==> src/rtl/taa_pkg.sv <==
// Shared types, register map and reset constants of the touch alertness alarm.
`default_nettype none
package taa_pkg;

	localparam int WINDOW_DEF = 10;
	localparam int SAMPLE_W   = 16;
	localparam int TIME_W     = 32;
	localparam int DATA_W     = 32;
	localparam int APB_ADDR_W = 5;

	localparam logic        RST_SENSOR_ENABLE   = 1'b1;
	localparam logic [15:0] RST_LEVEL_THRESHOLD = 16'd20;
	localparam logic [31:0] RST_STAGE_TWO_MS    = 32'd5000;
	localparam logic [31:0] RST_STAGE_THREE_MS  = 32'd10000;
	localparam logic [31:0] RST_PERIOD_ONE_MS   = 32'd1000;
	localparam logic [31:0] RST_PERIOD_TWO_MS   = 32'd500;
	localparam logic [31:0] RST_PERIOD_THREE_MS = 32'd250;

	typedef enum logic [2:0] {
		REG_SENSOR_ENABLE,
		REG_LEVEL_THRESHOLD,
		REG_STAGE_TWO_MS,
		REG_STAGE_THREE_MS,
		REG_PERIOD_ONE_MS,
		REG_PERIOD_TWO_MS,
		REG_PERIOD_THREE_MS
	} reg_idx_t;

	typedef enum logic [1:0] {
		STAGE_IDLE,
		STAGE_SLOW,
		STAGE_MEDIUM,
		STAGE_FAST
	} stage_t;

	typedef struct packed {
		logic                  sensor_enable;
		logic [SAMPLE_W-1:0]   level_threshold;
		logic [TIME_W-1:0]     stage_two_ms;
		logic [TIME_W-1:0]     stage_three_ms;
		logic [TIME_W-1:0]     period_one_ms;
		logic [TIME_W-1:0]     period_two_ms;
		logic [TIME_W-1:0]     period_three_ms;
	} cfg_t;

	// Per-word side information that travels down the pipeline.
	typedef struct packed {
		logic              en;
		logic [TIME_W-1:0] now_ms;
	} tick_info_t;

endpackage
`default_nettype wire

==> src/rtl/taa_regs.sv <==
// Configuration register file behind the APB-style port.
`default_nettype none
module taa_regs (
	input  wire logic                             clk,
	input  wire logic                             arst_n,
	input  wire logic                             psel,
	input  wire logic                             penable,
	input  wire logic                             pwrite,
	input  wire logic [taa_pkg::APB_ADDR_W-1:0]   paddr,
	input  wire logic [taa_pkg::DATA_W-1:0]       pwdata,
	output logic      [taa_pkg::DATA_W-1:0]       prdata,
	output logic                                  pready,
	output taa_pkg::cfg_t                         cfg
);

	taa_pkg::cfg_t cfg_q;
	logic [2:0]    idx;
	logic          wr;

	assign idx    = paddr[taa_pkg::APB_ADDR_W-1:2];
	assign wr     = psel & penable & pwrite;
	assign pready = 1'b1;
	assign cfg    = cfg_q;

	always_ff @(posedge clk or negedge arst_n) begin
		if (!arst_n) begin
			cfg_q.sensor_enable   <= taa_pkg::RST_SENSOR_ENABLE;
			cfg_q.level_threshold <= taa_pkg::RST_LEVEL_THRESHOLD;
			cfg_q.stage_two_ms    <= taa_pkg::RST_STAGE_TWO_MS;
			cfg_q.stage_three_ms  <= taa_pkg::RST_STAGE_THREE_MS;
			cfg_q.period_one_ms   <= taa_pkg::RST_PERIOD_ONE_MS;
			cfg_q.period_two_ms   <= taa_pkg::RST_PERIOD_TWO_MS;
			cfg_q.period_three_ms <= taa_pkg::RST_PERIOD_THREE_MS;
		end else if (wr) begin
			unique case (idx)
				taa_pkg::REG_SENSOR_ENABLE:   cfg_q.sensor_enable   <= pwdata[0];
				taa_pkg::REG_LEVEL_THRESHOLD: cfg_q.level_threshold <= pwdata[15:0];
				taa_pkg::REG_STAGE_TWO_MS:    cfg_q.stage_two_ms    <= pwdata;
				taa_pkg::REG_STAGE_THREE_MS:  cfg_q.stage_three_ms  <= pwdata;
				taa_pkg::REG_PERIOD_ONE_MS:   cfg_q.period_one_ms   <= pwdata;
				taa_pkg::REG_PERIOD_TWO_MS:   cfg_q.period_two_ms   <= pwdata;
				taa_pkg::REG_PERIOD_THREE_MS: cfg_q.period_three_ms <= pwdata;
				default: ;
			endcase
		end
	end

	always_comb begin
		unique case (idx)
			taa_pkg::REG_SENSOR_ENABLE:   prdata = {31'd0, cfg_q.sensor_enable};
			taa_pkg::REG_LEVEL_THRESHOLD: prdata = {16'd0, cfg_q.level_threshold};
			taa_pkg::REG_STAGE_TWO_MS:    prdata = cfg_q.stage_two_ms;
			taa_pkg::REG_STAGE_THREE_MS:  prdata = cfg_q.stage_three_ms;
			taa_pkg::REG_PERIOD_ONE_MS:   prdata = cfg_q.period_one_ms;
			taa_pkg::REG_PERIOD_TWO_MS:   prdata = cfg_q.period_two_ms;
			taa_pkg::REG_PERIOD_THREE_MS: prdata = cfg_q.period_three_ms;
			default:                      prdata = '0;
		endcase
	end

endmodule
`default_nettype wire

==> src/rtl/taa_ring.sv <==
// Sample ring memory and running total: read at acceptance, update and write back as the word leaves s1.
`default_nettype none
module taa_ring #(
	parameter int WINDOW = taa_pkg::WINDOW_DEF,
	parameter int SUM_W  = 20
) (
	input  wire logic                          clk,
	input  wire logic                          arst_n,
	input  wire logic                          adv,
	input  wire logic                          tick_valid,
	input  wire logic [taa_pkg::SAMPLE_W-1:0]  touch_value,
	input  wire logic [taa_pkg::TIME_W-1:0]    now_ms,
	input  wire logic                          sensor_enable,
	output logic                               v_s2,
	output taa_pkg::tick_info_t                info_s2,
	output logic      [SUM_W-1:0]              sum_s2
);

	localparam int POS_W = (WINDOW > 1) ? $clog2(WINDOW) : 1;
	localparam logic [POS_W-1:0] LAST_POS = POS_W'(WINDOW - 1);

	logic [taa_pkg::SAMPLE_W-1:0] ring_q [WINDOW];
	logic [WINDOW-1:0]            vld_q;
	logic [POS_W-1:0]             pos_q;
	logic [SUM_W-1:0]             sum_q;

	logic                         v_s1;
	logic                         en_s1;
	logic [POS_W-1:0]             pos_s1;
	logic [taa_pkg::SAMPLE_W-1:0] sample_s1;
	logic [taa_pkg::TIME_W-1:0]   now_s1;
	logic [taa_pkg::SAMPLE_W-1:0] rdata_s1;
	logic                         hit_s1;
	logic                         fwd_s1;
	logic [taa_pkg::SAMPLE_W-1:0] fwd_data_s1;

	logic                         acc;
	logic                         wr;
	logic [taa_pkg::SAMPLE_W-1:0] old_sample;
	logic [SUM_W-1:0]             sum_new;

	assign acc = tick_valid & adv;
	assign wr  = adv & v_s1 & en_s1;

	// An entry never written reads as zero; a write to the entry being read is forwarded.
	assign old_sample = fwd_s1 ? fwd_data_s1 : (hit_s1 ? rdata_s1 : '0);
	assign sum_new    = sum_q - SUM_W'(old_sample) + SUM_W'(sample_s1);

	always_ff @(posedge clk or negedge arst_n) begin
		if (!arst_n) begin
			v_s1  <= 1'b0;
			v_s2  <= 1'b0;
			pos_q <= '0;
			sum_q <= '0;
			vld_q <= '0;
		end else if (adv) begin
			v_s1 <= tick_valid;
			v_s2 <= v_s1;
			if (acc && sensor_enable) begin
				pos_q <= (pos_q == LAST_POS) ? '0 : pos_q + POS_W'(1);
			end
			if (v_s1 && en_s1) begin
				sum_q         <= sum_new;
				vld_q[pos_s1] <= 1'b1;
			end
		end
	end

	always_ff @(posedge clk) begin
		if (adv) begin
			en_s1          <= sensor_enable;
			pos_s1         <= pos_q;
			sample_s1      <= touch_value;
			now_s1         <= now_ms;
			rdata_s1       <= ring_q[pos_q];
			hit_s1         <= vld_q[pos_q];
			fwd_s1         <= wr && (pos_s1 == pos_q);
			fwd_data_s1    <= sample_s1;
			info_s2.en     <= en_s1;
			info_s2.now_ms <= now_s1;
			sum_s2         <= en_s1 ? sum_new : sum_q;
		end
		if (wr) begin
			ring_q[pos_s1] <= sample_s1;
		end
	end

`ifndef SYNTHESIS
	// With more than one entry the write and the next read always hit different entries.
	a_fwd_only_single: assert property (@(posedge clk) disable iff (!arst_n)
		fwd_s1 |-> (WINDOW == 1))
		else $error("ring forwarding used with a multi-entry window");
	a_pos_in_range: assert property (@(posedge clk) disable iff (!arst_n)
		(pos_q <= LAST_POS))
		else $error("ring position beyond window");
`endif

endmodule
`default_nettype wire

==> src/rtl/taa_avg.sv <==
// Average stage: running total divided by the window through a reciprocal multiply.
`default_nettype none
module taa_avg #(
	parameter int WINDOW = taa_pkg::WINDOW_DEF,
	parameter int SUM_W  = 20
) (
	input  wire logic                          clk,
	input  wire logic                          arst_n,
	input  wire logic                          adv,
	input  wire logic                          v_s2,
	input  wire taa_pkg::tick_info_t           info_s2,
	input  wire logic [SUM_W-1:0]              sum_s2,
	output logic                               v_s3,
	output taa_pkg::tick_info_t                info_s3,
	output logic      [taa_pkg::SAMPLE_W-1:0]  avg_s3
);

	// floor(n*M / 2^SHIFT) equals floor(n / WINDOW) for every n below 2^SUM_W.
	localparam int      SHIFT   = SUM_W + $clog2(WINDOW);
	localparam int      RECIP_W = SUM_W + 1;
	localparam int      PROD_W  = SUM_W + RECIP_W;
	localparam longint  RECIP_L = ((longint'(1) << SHIFT) + longint'(WINDOW) - 1)
	                              / longint'(WINDOW);
	localparam logic [RECIP_W-1:0] RECIP = RECIP_W'(RECIP_L);

	logic [PROD_W-1:0] prod;

	assign prod = PROD_W'(sum_s2) * PROD_W'(RECIP);

	always_ff @(posedge clk or negedge arst_n) begin
		if (!arst_n) begin
			v_s3 <= 1'b0;
		end else if (adv) begin
			v_s3 <= v_s2;
		end
	end

	always_ff @(posedge clk) begin
		if (adv) begin
			info_s3 <= info_s2;
			avg_s3  <= taa_pkg::SAMPLE_W'(prod >> SHIFT);
		end
	end

endmodule
`default_nettype wire

==> src/rtl/taa_ctrl.sv <==
// Alarm state: arming, stage escalation, horn toggling and the result register.
`default_nettype none
module taa_ctrl (
	input  wire logic                          clk,
	input  wire logic                          arst_n,
	input  wire logic                          adv,
	input  wire logic                          v_s3,
	input  wire taa_pkg::tick_info_t           info_s3,
	input  wire logic [taa_pkg::SAMPLE_W-1:0]  avg_s3,
	input  wire taa_pkg::cfg_t                 cfg,
	output logic                               result_valid,
	output logic                               horn_on,
	output logic      [1:0]                    alarm_stage,
	output logic                               unconscious,
	output logic      [taa_pkg::SAMPLE_W-1:0]  smoothed_level
);

	logic                         valid_q;
	logic                         armed_q;
	logic [taa_pkg::TIME_W-1:0]   arm_time_q;
	logic [taa_pkg::TIME_W-1:0]   toggle_time_q;
	taa_pkg::stage_t              stage_q;
	logic                         horn_q;
	logic                         unc_q;
	logic [taa_pkg::SAMPLE_W-1:0] level_q;

	logic                         armed_d;
	logic [taa_pkg::TIME_W-1:0]   arm_time_d;
	logic [taa_pkg::TIME_W-1:0]   toggle_time_d;
	taa_pkg::stage_t              stage_d;
	logic                         horn_d;
	logic                         unc_d;

	logic [taa_pkg::TIME_W-1:0]   base_arm;
	logic [taa_pkg::TIME_W-1:0]   base_toggle;
	taa_pkg::stage_t              base_stage;
	taa_pkg::stage_t              stage_esc;
	logic [taa_pkg::TIME_W-1:0]   elapsed;
	logic [taa_pkg::TIME_W-1:0]   since_toggle;
	logic                         toggle;

	always_comb begin
		// On the arming word both times restart at now, so both differences are zero.
		base_arm     = armed_q ? arm_time_q : info_s3.now_ms;
		base_toggle  = armed_q ? toggle_time_q : info_s3.now_ms;
		base_stage   = armed_q ? stage_q : taa_pkg::STAGE_SLOW;
		elapsed      = info_s3.now_ms - base_arm;
		since_toggle = info_s3.now_ms - base_toggle;

		if (elapsed >= cfg.stage_three_ms && base_stage != taa_pkg::STAGE_FAST) begin
			stage_esc = taa_pkg::STAGE_FAST;
		end else if (elapsed >= cfg.stage_two_ms && base_stage == taa_pkg::STAGE_SLOW) begin
			stage_esc = taa_pkg::STAGE_MEDIUM;
		end else begin
			stage_esc = base_stage;
		end

		unique case (stage_esc)
			taa_pkg::STAGE_FAST:   toggle = since_toggle >= cfg.period_three_ms;
			taa_pkg::STAGE_MEDIUM: toggle = since_toggle >= cfg.period_two_ms;
			default:               toggle = since_toggle >= cfg.period_one_ms;
		endcase

		armed_d       = armed_q;
		arm_time_d    = arm_time_q;
		toggle_time_d = toggle_time_q;
		stage_d       = stage_q;
		horn_d        = horn_q;
		unc_d         = unc_q;
		if (info_s3.en) begin
			if (avg_s3 > cfg.level_threshold) begin
				armed_d       = 1'b1;
				arm_time_d    = base_arm;
				toggle_time_d = toggle ? info_s3.now_ms : base_toggle;
				stage_d       = stage_esc;
				horn_d        = toggle ? ~horn_q : horn_q;
				unc_d         = unc_q | (stage_esc == taa_pkg::STAGE_FAST);
			end else begin
				armed_d = 1'b0;
				stage_d = taa_pkg::STAGE_IDLE;
				horn_d  = 1'b0;
				unc_d   = 1'b0;
			end
		end
	end

	always_ff @(posedge clk or negedge arst_n) begin
		if (!arst_n) begin
			valid_q       <= 1'b0;
			armed_q       <= 1'b0;
			arm_time_q    <= '0;
			toggle_time_q <= '0;
			stage_q       <= taa_pkg::STAGE_IDLE;
			horn_q        <= 1'b0;
			unc_q         <= 1'b0;
		end else if (adv) begin
			valid_q <= v_s3;
			if (v_s3) begin
				armed_q       <= armed_d;
				arm_time_q    <= arm_time_d;
				toggle_time_q <= toggle_time_d;
				stage_q       <= stage_d;
				horn_q        <= horn_d;
				unc_q         <= unc_d;
			end
		end
	end

	always_ff @(posedge clk) begin
		if (adv && v_s3) begin
			level_q <= avg_s3;
		end
	end

	assign result_valid   = valid_q;
	assign horn_on        = horn_q;
	assign alarm_stage    = stage_q;
	assign unconscious    = unc_q;
	assign smoothed_level = level_q;

`ifndef SYNTHESIS
	a_unc_needs_fast: assert property (@(posedge clk) disable iff (!arst_n)
		unc_q |-> (stage_q == taa_pkg::STAGE_FAST))
		else $error("unconscious flag without fast stage");
	a_idle_horn_off: assert property (@(posedge clk) disable iff (!arst_n)
		(stage_q == taa_pkg::STAGE_IDLE) |-> !horn_q)
		else $error("horn on while idle");
	a_armed_stage: assert property (@(posedge clk) disable iff (!arst_n)
		armed_q == (stage_q != taa_pkg::STAGE_IDLE))
		else $error("armed flag and stage disagree");
	a_stage_no_fall: assert property (@(posedge clk) disable iff (!arst_n)
		($past(armed_q) && armed_q) |-> (stage_q >= $past(stage_q)))
		else $error("stage fell while armed");
`endif

endmodule
`default_nettype wire

==> src/rtl/touch_alertness_alarm_top.sv <==
// Top level of the touch alertness alarm: register port, ring pipeline and alarm state.
//
// One tick word can be taken every clock cycle while tick_stall is low, and each produces
// exactly one result word; it passes the s1, s2 and s3 registers, then the result register.
// The ring of the last WINDOW readings sits in a memory with one read and one write port:
// it is read when a word is accepted and written when that word leaves s1, so a word can
// enter every cycle the pipeline moves. The average is the running total times a fixed
// reciprocal of WINDOW, and the alarm state updates once per word in the last stage. While
// result_stall holds a result, the whole pipeline freezes. tick_stall is high in exactly
// those cycles, and the block then holds at most four words. Ring entries start as zero
// through per-entry valid bits, so there is no clearing pass after reset.
`default_nettype none
module touch_alertness_alarm_top #(
	parameter int WINDOW = taa_pkg::WINDOW_DEF
) (
	input  wire logic                             clk,
	input  wire logic                             arst_n,
	input  wire logic                             tick_valid,
	output logic                                  tick_stall,
	input  wire logic [taa_pkg::SAMPLE_W-1:0]     touch_value,
	input  wire logic [taa_pkg::TIME_W-1:0]       now_ms,
	output logic                                  result_valid,
	input  wire logic                             result_stall,
	output logic                                  horn_on,
	output logic      [1:0]                       alarm_stage,
	output logic                                  unconscious,
	output logic      [taa_pkg::SAMPLE_W-1:0]     smoothed_level,
	input  wire logic                             psel,
	input  wire logic                             penable,
	input  wire logic                             pwrite,
	input  wire logic [taa_pkg::APB_ADDR_W-1:0]   paddr,
	input  wire logic [taa_pkg::DATA_W-1:0]       pwdata,
	output logic      [taa_pkg::DATA_W-1:0]       prdata,
	output logic                                  pready
);

	localparam int SUM_W = $clog2(WINDOW * 65535 + 1);

	taa_pkg::cfg_t       cfg;
	taa_pkg::tick_info_t info_s2;
	taa_pkg::tick_info_t info_s3;
	logic                v_s2;
	logic                v_s3;
	logic [SUM_W-1:0]    sum_s2;
	logic [taa_pkg::SAMPLE_W-1:0] avg_s3;
	logic                adv;

	// The whole pipeline moves unless a finished word is held at the output.
	assign adv        = ~(result_valid & result_stall);
	assign tick_stall = ~adv;

	taa_regs u_regs (
		.clk     (clk),
		.arst_n  (arst_n),
		.psel    (psel),
		.penable (penable),
		.pwrite  (pwrite),
		.paddr   (paddr),
		.pwdata  (pwdata),
		.prdata  (prdata),
		.pready  (pready),
		.cfg     (cfg)
	);

	taa_ring #(
		.WINDOW (WINDOW),
		.SUM_W  (SUM_W)
	) u_ring (
		.clk           (clk),
		.arst_n        (arst_n),
		.adv           (adv),
		.tick_valid    (tick_valid),
		.touch_value   (touch_value),
		.now_ms        (now_ms),
		.sensor_enable (cfg.sensor_enable),
		.v_s2          (v_s2),
		.info_s2       (info_s2),
		.sum_s2        (sum_s2)
	);

	taa_avg #(
		.WINDOW (WINDOW),
		.SUM_W  (SUM_W)
	) u_avg (
		.clk     (clk),
		.arst_n  (arst_n),
		.adv     (adv),
		.v_s2    (v_s2),
		.info_s2 (info_s2),
		.sum_s2  (sum_s2),
		.v_s3    (v_s3),
		.info_s3 (info_s3),
		.avg_s3  (avg_s3)
	);

	taa_ctrl u_ctrl (
		.clk            (clk),
		.arst_n         (arst_n),
		.adv            (adv),
		.v_s3           (v_s3),
		.info_s3        (info_s3),
		.avg_s3         (avg_s3),
		.cfg            (cfg),
		.result_valid   (result_valid),
		.horn_on        (horn_on),
		.alarm_stage    (alarm_stage),
		.unconscious    (unconscious),
		.smoothed_level (smoothed_level)
	);

endmodule
`default_nettype wire

==> config.mk <==
export PLATFORM = sky130hd
export DESIGN_NAME = touch_alertness_alarm_top
export DESIGN_NICKNAME = d
export VERILOG_FILES = /design/src/rtl/taa_pkg.sv /design/src/rtl/taa_regs.sv /design/src/rtl/taa_ring.sv /design/src/rtl/taa_avg.sv /design/src/rtl/taa_ctrl.sv /design/src/rtl/touch_alertness_alarm_top.sv
export SDC_FILE = /design/constraint.sdc
export NUM_CORES = 2
export LEC_CHECK = 0
export BUFFER_PORTS_ARGS = -buffer_cell sky130_fd_sc_hd__buf_4
export CAP_MARGIN = 20
export CORE_MARGIN = 3
export CORE_UTILIZATION = 50
export CTS_BUF_LIST = sky130_fd_sc_hd__clkbuf_8
export DETAILED_ROUTE_END_ITERATION = 16
export PLACE_DENSITY = 0.81
export SLEW_MARGIN = 20
export SYNTH_ARGS = -nofsm -noshare
export SYNTH_HDL_FRONTEND = slang
export SYNTH_SLANG_ARGS = --single-unit
==> constraint.sdc <==
create_clock -name clk -period 5.65 [get_ports clk]
set_input_delay 0.565 -clock clk [delete_from_list [all_inputs] [get_ports clk]]
set_output_delay 0.565 -clock clk [all_outputs]
set_load 0.005 [all_outputs]
---- Yosys cells after proc, flatten, opt, wreduce, memory -nomap -nowiden ----
Memory sizes are Yosys's and may differ from the RTL's. A register that Yosys moved wholly into a read port is not among the register bits.
Index checks and enable logic that the tools add are counted.
storage, ports and cells
  register bits after elaboration ......... 473
  bits in writable memories ............... 160
  input bits .............................. 92
  output and inout port bits .............. 55
  logic and storage cells ................. 117
  memories kept ........................... 1
memories
  memory         words  bits a word  read ports  clocked after Yosys merged registers in  wr ports  RTL line        text
  u_ring.ring_q  10     16           1           1                                        1         taa_ring.sv:22  logic [taa_pkg::SAMPLE_W-1:0] ring_q [WINDOW];
operators by class
  $add $sub $neg .......................... 5
  multiply operators ...................... 1
  order comparisons ....................... 9
  equality and inequality tests ........... 13
  multiplexer cells ....................... 23
  bitwise gates (word level) .............. 10
  reductions and logical operators ........ 21
operator list
  kind                                                         count
  one-hot mux 32 bit (7 select lines)                          1
  greater-or-equal comparator 32 bit                           5
  2-to-1 mux 32 bit                                            3
  subtractor 32 bit                                            2
  multiplier 20 x 20 -> 39 bit (second input constant)         1
  2-to-1 mux 16 bit                                            2
  adder 20 x 16 -> 20 bit                                      1
  2-to-1 mux 20 bit                                            1
  subtractor 20 x 16 -> 20 bit                                 1
  AND reduction 2 bit                                          9
  greater-than comparator 16 bit                               1
  less-than comparator 4 x 5 -> 1 bit (second input constant)  2
  bitwise OR 10 bit                                            1
  equality test 3 bit (second input constant)                  3
  2-to-1 mux 1 bit                                             8
  2-to-1 mux 2 bit                                             4
  AND reduction 4 bit                                          2
  logical AND 1 bit                                            7
  bitwise AND 1 bit                                            6
  equality test 3 x 2 -> 1 bit (second input constant)         2
  adder 4 x 1 -> 4 bit (second input constant)                 1
  binary-select mux 1 bit (select 4 bit)                       1
  demux 1 bit (select 4 bit)                                   1
  equality test 2 bit (second input constant)                  2
  14 further kinds                                             15

---- Logic depth before layout (Yosys ltp) ----
  word-level depth ........................ 10
  depth in mapped cells ................... 30

---- Hierarchy ----
A second synthesis with hierarchy kept.
second synthesis, totals
  cell total of the unflattened synthesis .. 3,524
  area, all modules ....................... 41,588.6 um^2
modules (own cells, without submodules)
  module                     times used  cells an instance  area an instance (um^2)
  taa_ring                   1           754                13,476.7
  taa_ctrl                   1           1,378              11,287.1
  taa_avg                    1           817                8,800.9
  taa_regs                   1           573                8,013.9
  touch_alertness_alarm_top  1           2                  10.0

---- Least setup slack after synthesis ----
OpenSTA, ideal clock, no wires.
  kind .................................... reg2reg
  from .................................... register u_ring.sum_s2[10]
  to ...................................... register u_avg.avg_s3[14] (netlist bit), data pin
  library setup time ...................... 0.262 ns
  arrival time ............................ 5.685 ns
  slack ................................... -0.298 ns
  stages on the path, launching flop included .. 20
  path buffers ............................ 0
  clock period less this slack ............ 5.948 ns
  cell sequence ........................... edfxtp_1 -> ha_1 -> inv_1 -> fa_1 -> inv_1 -> ha_1 -> fa_1 -> fa_1 -> fa_1 -> fa_1 -> ha_1 -> a21o_1 -> a211oi_1 -> nor4b_1 -> nor4b_1 -> o21ai_0 -> nand3b_1 -> a41oi_1 -> a21oi_1 -> xor2_1
on the way
  cells in the longest elaborated chain, start to end .. 1
RTL lines
  element                       RTL line        text
  start: declaration            taa_ring.sv:16  output logic [SUM_W-1:0] sum_s2
  start signal: assignment      taa_ring.sv:81  sum_s2 <= en_s1 ? sum_new : sum_q;
  multiplier 20 x 20 -> 39 bit  taa_avg.sv:28   assign prod = PROD_W'(sum_s2) * PROD_W'(RECIP);
  named net u_avg.prod[38]      taa_avg.sv:26   logic [PROD_W-1:0] prod;
  end signal: assignment        taa_avg.sv:41   avg_s3 <= taa_pkg::SAMPLE_W'(prod >> SHIFT);
  end: declaration              taa_avg.sv:15   output logic [taa_pkg::SAMPLE_W-1:0] avg_s3
The timed path passes the listed nets, and every way through them passes these cells.
A chain may end at the register's enable or synchronous reset.

---- Worst setup path after layout ----
  from .................................... register u_ring.sum_s2[8]
  to ...................................... register u_avg.avg_s3[13] (netlist bit), data pin
The elaborated chain is that of the path after synthesis.

==> summary.txt <==
Outcome
  – Status: complete, but fails checks
  – Failing checks: negative setup slack

Timing
  – Fin. Hold Viols: 0
  – Final WS setup: -377.3 ps
  – # setup viols final: 47
  – WHS: 42.11 ps
  – Shortest period the worst path allows: 6027 ps
  – Crit share post-route: 1.067
  – Worst slew pin tran: 1144 ps
  – Worst rel slew slack: 0.2374
  – Final Max Tran Viols: 0
  – Skew final: 70.54 ps
  – RSZ-0062 raised after global routing: true
  – Max Clock Freq: 165.9 MHz

Place
  – Dpl hpwl: 78.80 mm
  – Placed instance count: 5160
  – Gp weighted congestion: 0.9692
  – Number of I/O port buffers: 143
  – Area of placed instances: 46200 um2

Setup path
  – Crit path buf inv count: 4
  – CP Depth: 20
  – Worst Path Max Fanout: 3
  – Top delay family on crit path: adder cells
  – Max incr delay on CP: 560 ps
  – Startpoint types: register
  – Worst Path Arrival: 6480 ps
  – Reg2reg path depth: 20
  – Kind of critical path: reg -> reg
  – CP Capture Type: register
  – Most frequent cell on the critical path: fa_1
  – CP cell instances: buf_4, ha_1, inv_1, fa_1, inv_1, fa_1, fa_1, fa_1, fa_1, ha_1, ha_1, inv_1, nor2_1, nand2_1, nor2_1, a211oi_2, nand3b_1, a41oi_2, nor2b_4, xnor2_2
  – Max stage delay cell, worst path: fa_1
  – CP required: 6100 ps

Clock tree
  – TritonCTS clock tree: built
  – H-tree level count: 3
  – Longest Clk Path Bufs: 3
  – Clk root buf: clkbuf_8
  – Clock sink total: 649
  – Clock slew at reported path FFs: 70 ps
  – TritonCTS buffer count: 107
  – Clock Latency Late Sink: 760 ps

Die
  – Die area: 86470 um2
  – Chip Width: 294.1 um
  – Boundary Pins: 147
  – Die height: 294.1 um
  – Initial Util: 0.5053
  – Cell row count: 105
  – Core ar.: 82110 um2

Logic synthesis
  – Syn nets: 4446
  – Multiplexer share of the synthesized area: 0.05045
  – Largest family of logic cells by synthesized area: adder cells
  – Synthesized cell area: 41490 um2
  – Compound-Gate Fraction of Synth Area: 0.1305
  – Share of async-settable or async-resettable flops after synthesis: 0.4376
  – Syn avg cell area: 11.08 um2
  – Xor/xnor share of the synthesized area: 0.02111
  – Count of cell types in the netlist: 84
  – Synth Instances: 3745
  – Ys Warns: 0
  – Largest area contributor in the netlist: edfxtp_1
  – EDFF count, synth: 365
  – Seq/Total Area, Yosys: 0.4364
  – Synth Area in Adders: 0.2121
  – Simple-gate portion of the synthesized area: 0.09147
  – Main synth FF type: edfxtp_1
  – Area contributors post-synth: edfxtp_1 (26%), dfrtp_1 (15%), ha_1 (14%)
  – Synth top area share: 0.2642
  – Post-synthesis register bit count: 649

Flow run
  – Max cap viols: 0

Final layout
  – Area growth, synth to finish: 23.93%
  – Nets: 5020
  – Multi-input logic area: 22610 um2
  – Register area: 18110 um2
  – Share of layout cells above drive strength 1: 0.2591
  – Number of fill cells: 6001
  – Post-Layout Inst Area: 51420 um2
  – Final Non-Filler Cells: 5485

Worst hold path
  – WHS Path Cells: 1
  – Worst hold path type: in -> reg

Global route
  – First-pass GRT wire length: 174.3 mm
  – All-layer global routing usage: 0.2565
  – Vias in the first global route: 31810
  – Largest net degree at the start of global routing: 155
  – Initial antenna violation count: 3
  – Grt ovf: 0

Detailed routing
  – Drt first-iter violations: 2927
  – Post-DRT Antenna Nets: 0
  – Post-route DRC: 0
  – TritonRoute pass-1 iters: 6
  – Vias/cell: 5.835
  – Routed Wire Length: 117.1 mm
  – Routed len/inst: 21.35 um
  – Vias: 32010
-- through the flow --
| stage | setup slack, ps | TNS [ps] | util |
|---|---|---|---|
| after floorplan | -29.19 | -46.67 | - |
| after global placement | -366.9 | -13010 | 0.5627 |
| after detailed placement | -461.8 | -15350 | 0.5627 |
| after CTS | -356.7 | -3148 | 0.6143 |
| after global routing | -590.1 | -17170 | 0.6262 |
| final | -377.3 | -7444 | 0.6262 |
-- layout make-up --
type	count	share of cell area
Multi-Input combinational cell	2474	0.4397
Clock buffer	120	0.03212
Tap cell	1070	0.02604
Clock inverter	82	0.01406
Antenna cell	3	0.0001460
Sequential cell	649	0.3522
Inverter	488	0.03575
Timing Repair Buffer	599	0.09996
-- metal layers --
metal | vias to the layer above | track usage | wire length (um)
met5 | - | 0 | 0
met2 | 1608 | 0.4098 | 53400
met1 | 15540 | 0.3557 | 48220
met3 | 387 | 0.04204 | 10070
li1 | 14480 | - | -
met4 | 0 | 0.09202 | 5416
-- worst paths after layout --
| kind | start | endpoint | slack, ps |
|---|---|---|---|
| max in group asynchronous | arst_n | u_regs.cfg[98] | 3900 |
| worst max-delay path | u_ring.sum_s2[8] | u_avg.avg_s3[13] | -380 |
| worst min-delay path | now_ms[1] | u_ring.now_s1[1] | 40 |
| worst max register to register | u_ring.sum_s2[8] | u_avg.avg_s3[13] | -380 |
| min in group asynchronous | arst_n | u_ctrl.toggle_time_q[26] | 420 |
| worst min register to register | u_ring.now_s1[5] | u_ring.info_s2[5] | 400 |
-- cell usage after synthesis, drive strengths merged (9+ instances only) --
library cell / number
o31ai: 13
nor3b: 31
a21oi: 183
ha: 452
edfxtp: 365
and2: 41
a221o: 22
nand4: 36
nor2b: 78
buf: 35
mux4: 34
inv: 488
a21o: 90
xnor2: 71
nand3: 61
nand2: 253
o21a: 27
mux2: 77
fa: 157
a22o: 33
mux2i: 46
a211oi: 35
or2: 15
o21bai: 10
dfstp: 31
clkbuf: 99
dfrtp: 253
xor2: 29
nor3: 29
nand2b: 31
and3: 12
o21ai: 278
or3: 9
a221oi: 50
nor2: 149
o211ai: 41
-- state kept, by name (all words and copies together) (netlist names), 20 cells and up --
signal,count
u_ctrl.arm_time_q,32
u_ring.now_s1,32
u_avg.info_s3,33
u_ring.sum_q,20
u_ring.info_s2,33
u_ring.ring_q,160
u_ctrl.toggle_time_q,32
u_ring.sum_s2,20
u_regs.cfg,177
-- worst register-to-register path, stage by stage (launching register included) --
cell and delay (ps):
edfxtp_1 420, buf_4 160, ha_1 280, inv_1 130, fa_1 560, inv_1 50
fa_1 500, fa_1 540, fa_1 520, fa_1 490, ha_1 320, ha_1 340
inv_1 110, nor2_1 70, nand2_1 100, nor2_1 80, a211oi_2 280, nand3b_1 210
a41oi_2 280, nor2b_4 220, xnor2_2 60
-- cell families (layout without fill, tap and decap cells) --
| kind of cell | after synthesis | in the layout |
|---|---|---|
| AND/OR/NAND/NOR | 767 | 767 |
| multiplexers | 157 | 157 |
| other | 1 | 4 |
| AO/OA/AOI/OAI | 840 | 840 |
| flip-flops | 649 | 649 |
| XOR/XNOR | 100 | 100 |
| adder cells (fa/ha/maj) | 609 | 609 |
| buffers and inverters | 622 | 1289 |
-- cells in the final DEF (no fill, tap or decap), types with 21 or more instances in the layout --
| cell type | instances |
|---|---|
| xnor2_1 | 58 |
| fa_1 | 151 |
| o21ai_0 | 231 |
| a21o_1 | 88 |
| a221o_1 | 22 |
| nor3_1 | 21 |
| o21ai_1 | 21 |
| nand3_1 | 37 |
| nor3b_1 | 31 |
| and2_1 | 32 |
| o21a_1 | 26 |
| a21oi_2 | 32 |
| nand4_1 | 36 |
| mux2i_1 | 46 |
| dfrtp_1 | 251 |
| o21ai_2 | 26 |
| nand2b_1 | 31 |
| edfxtp_1 | 365 |
| nor2b_1 | 57 |
| dfstp_2 | 31 |
| buf_4 | 504 |
| nand2_1 | 250 |
| nand3_2 | 24 |
| ha_4 | 24 |
| inv_1 | 504 |
| clkbuf_8 | 120 |
| o211ai_1 | 41 |
| mux4_2 | 34 |
| a211oi_1 | 27 |
| nor2_1 | 136 |
| dlygate4sd3_1 | 48 |
| ha_1 | 425 |
| xor2_1 | 28 |
| mux2_2 | 77 |
| a21oi_1 | 145 |
| a221oi_1 | 24 |
| a22o_1 | 33 |
-- what timing repair did --
item,4_1_cts,5_1_grt
buffers inserted,35,28
gates resized for setup,164,160
hold buffers,48,0
hold endpoints to repair,126,0
setup endpoints to repair,48,50
cloned,10,7
pin swaps,101,120
Power is left out: the tool's default activity adds up to more than one toggle a clock period on the data nets, which glitch-free logic cannot reach.
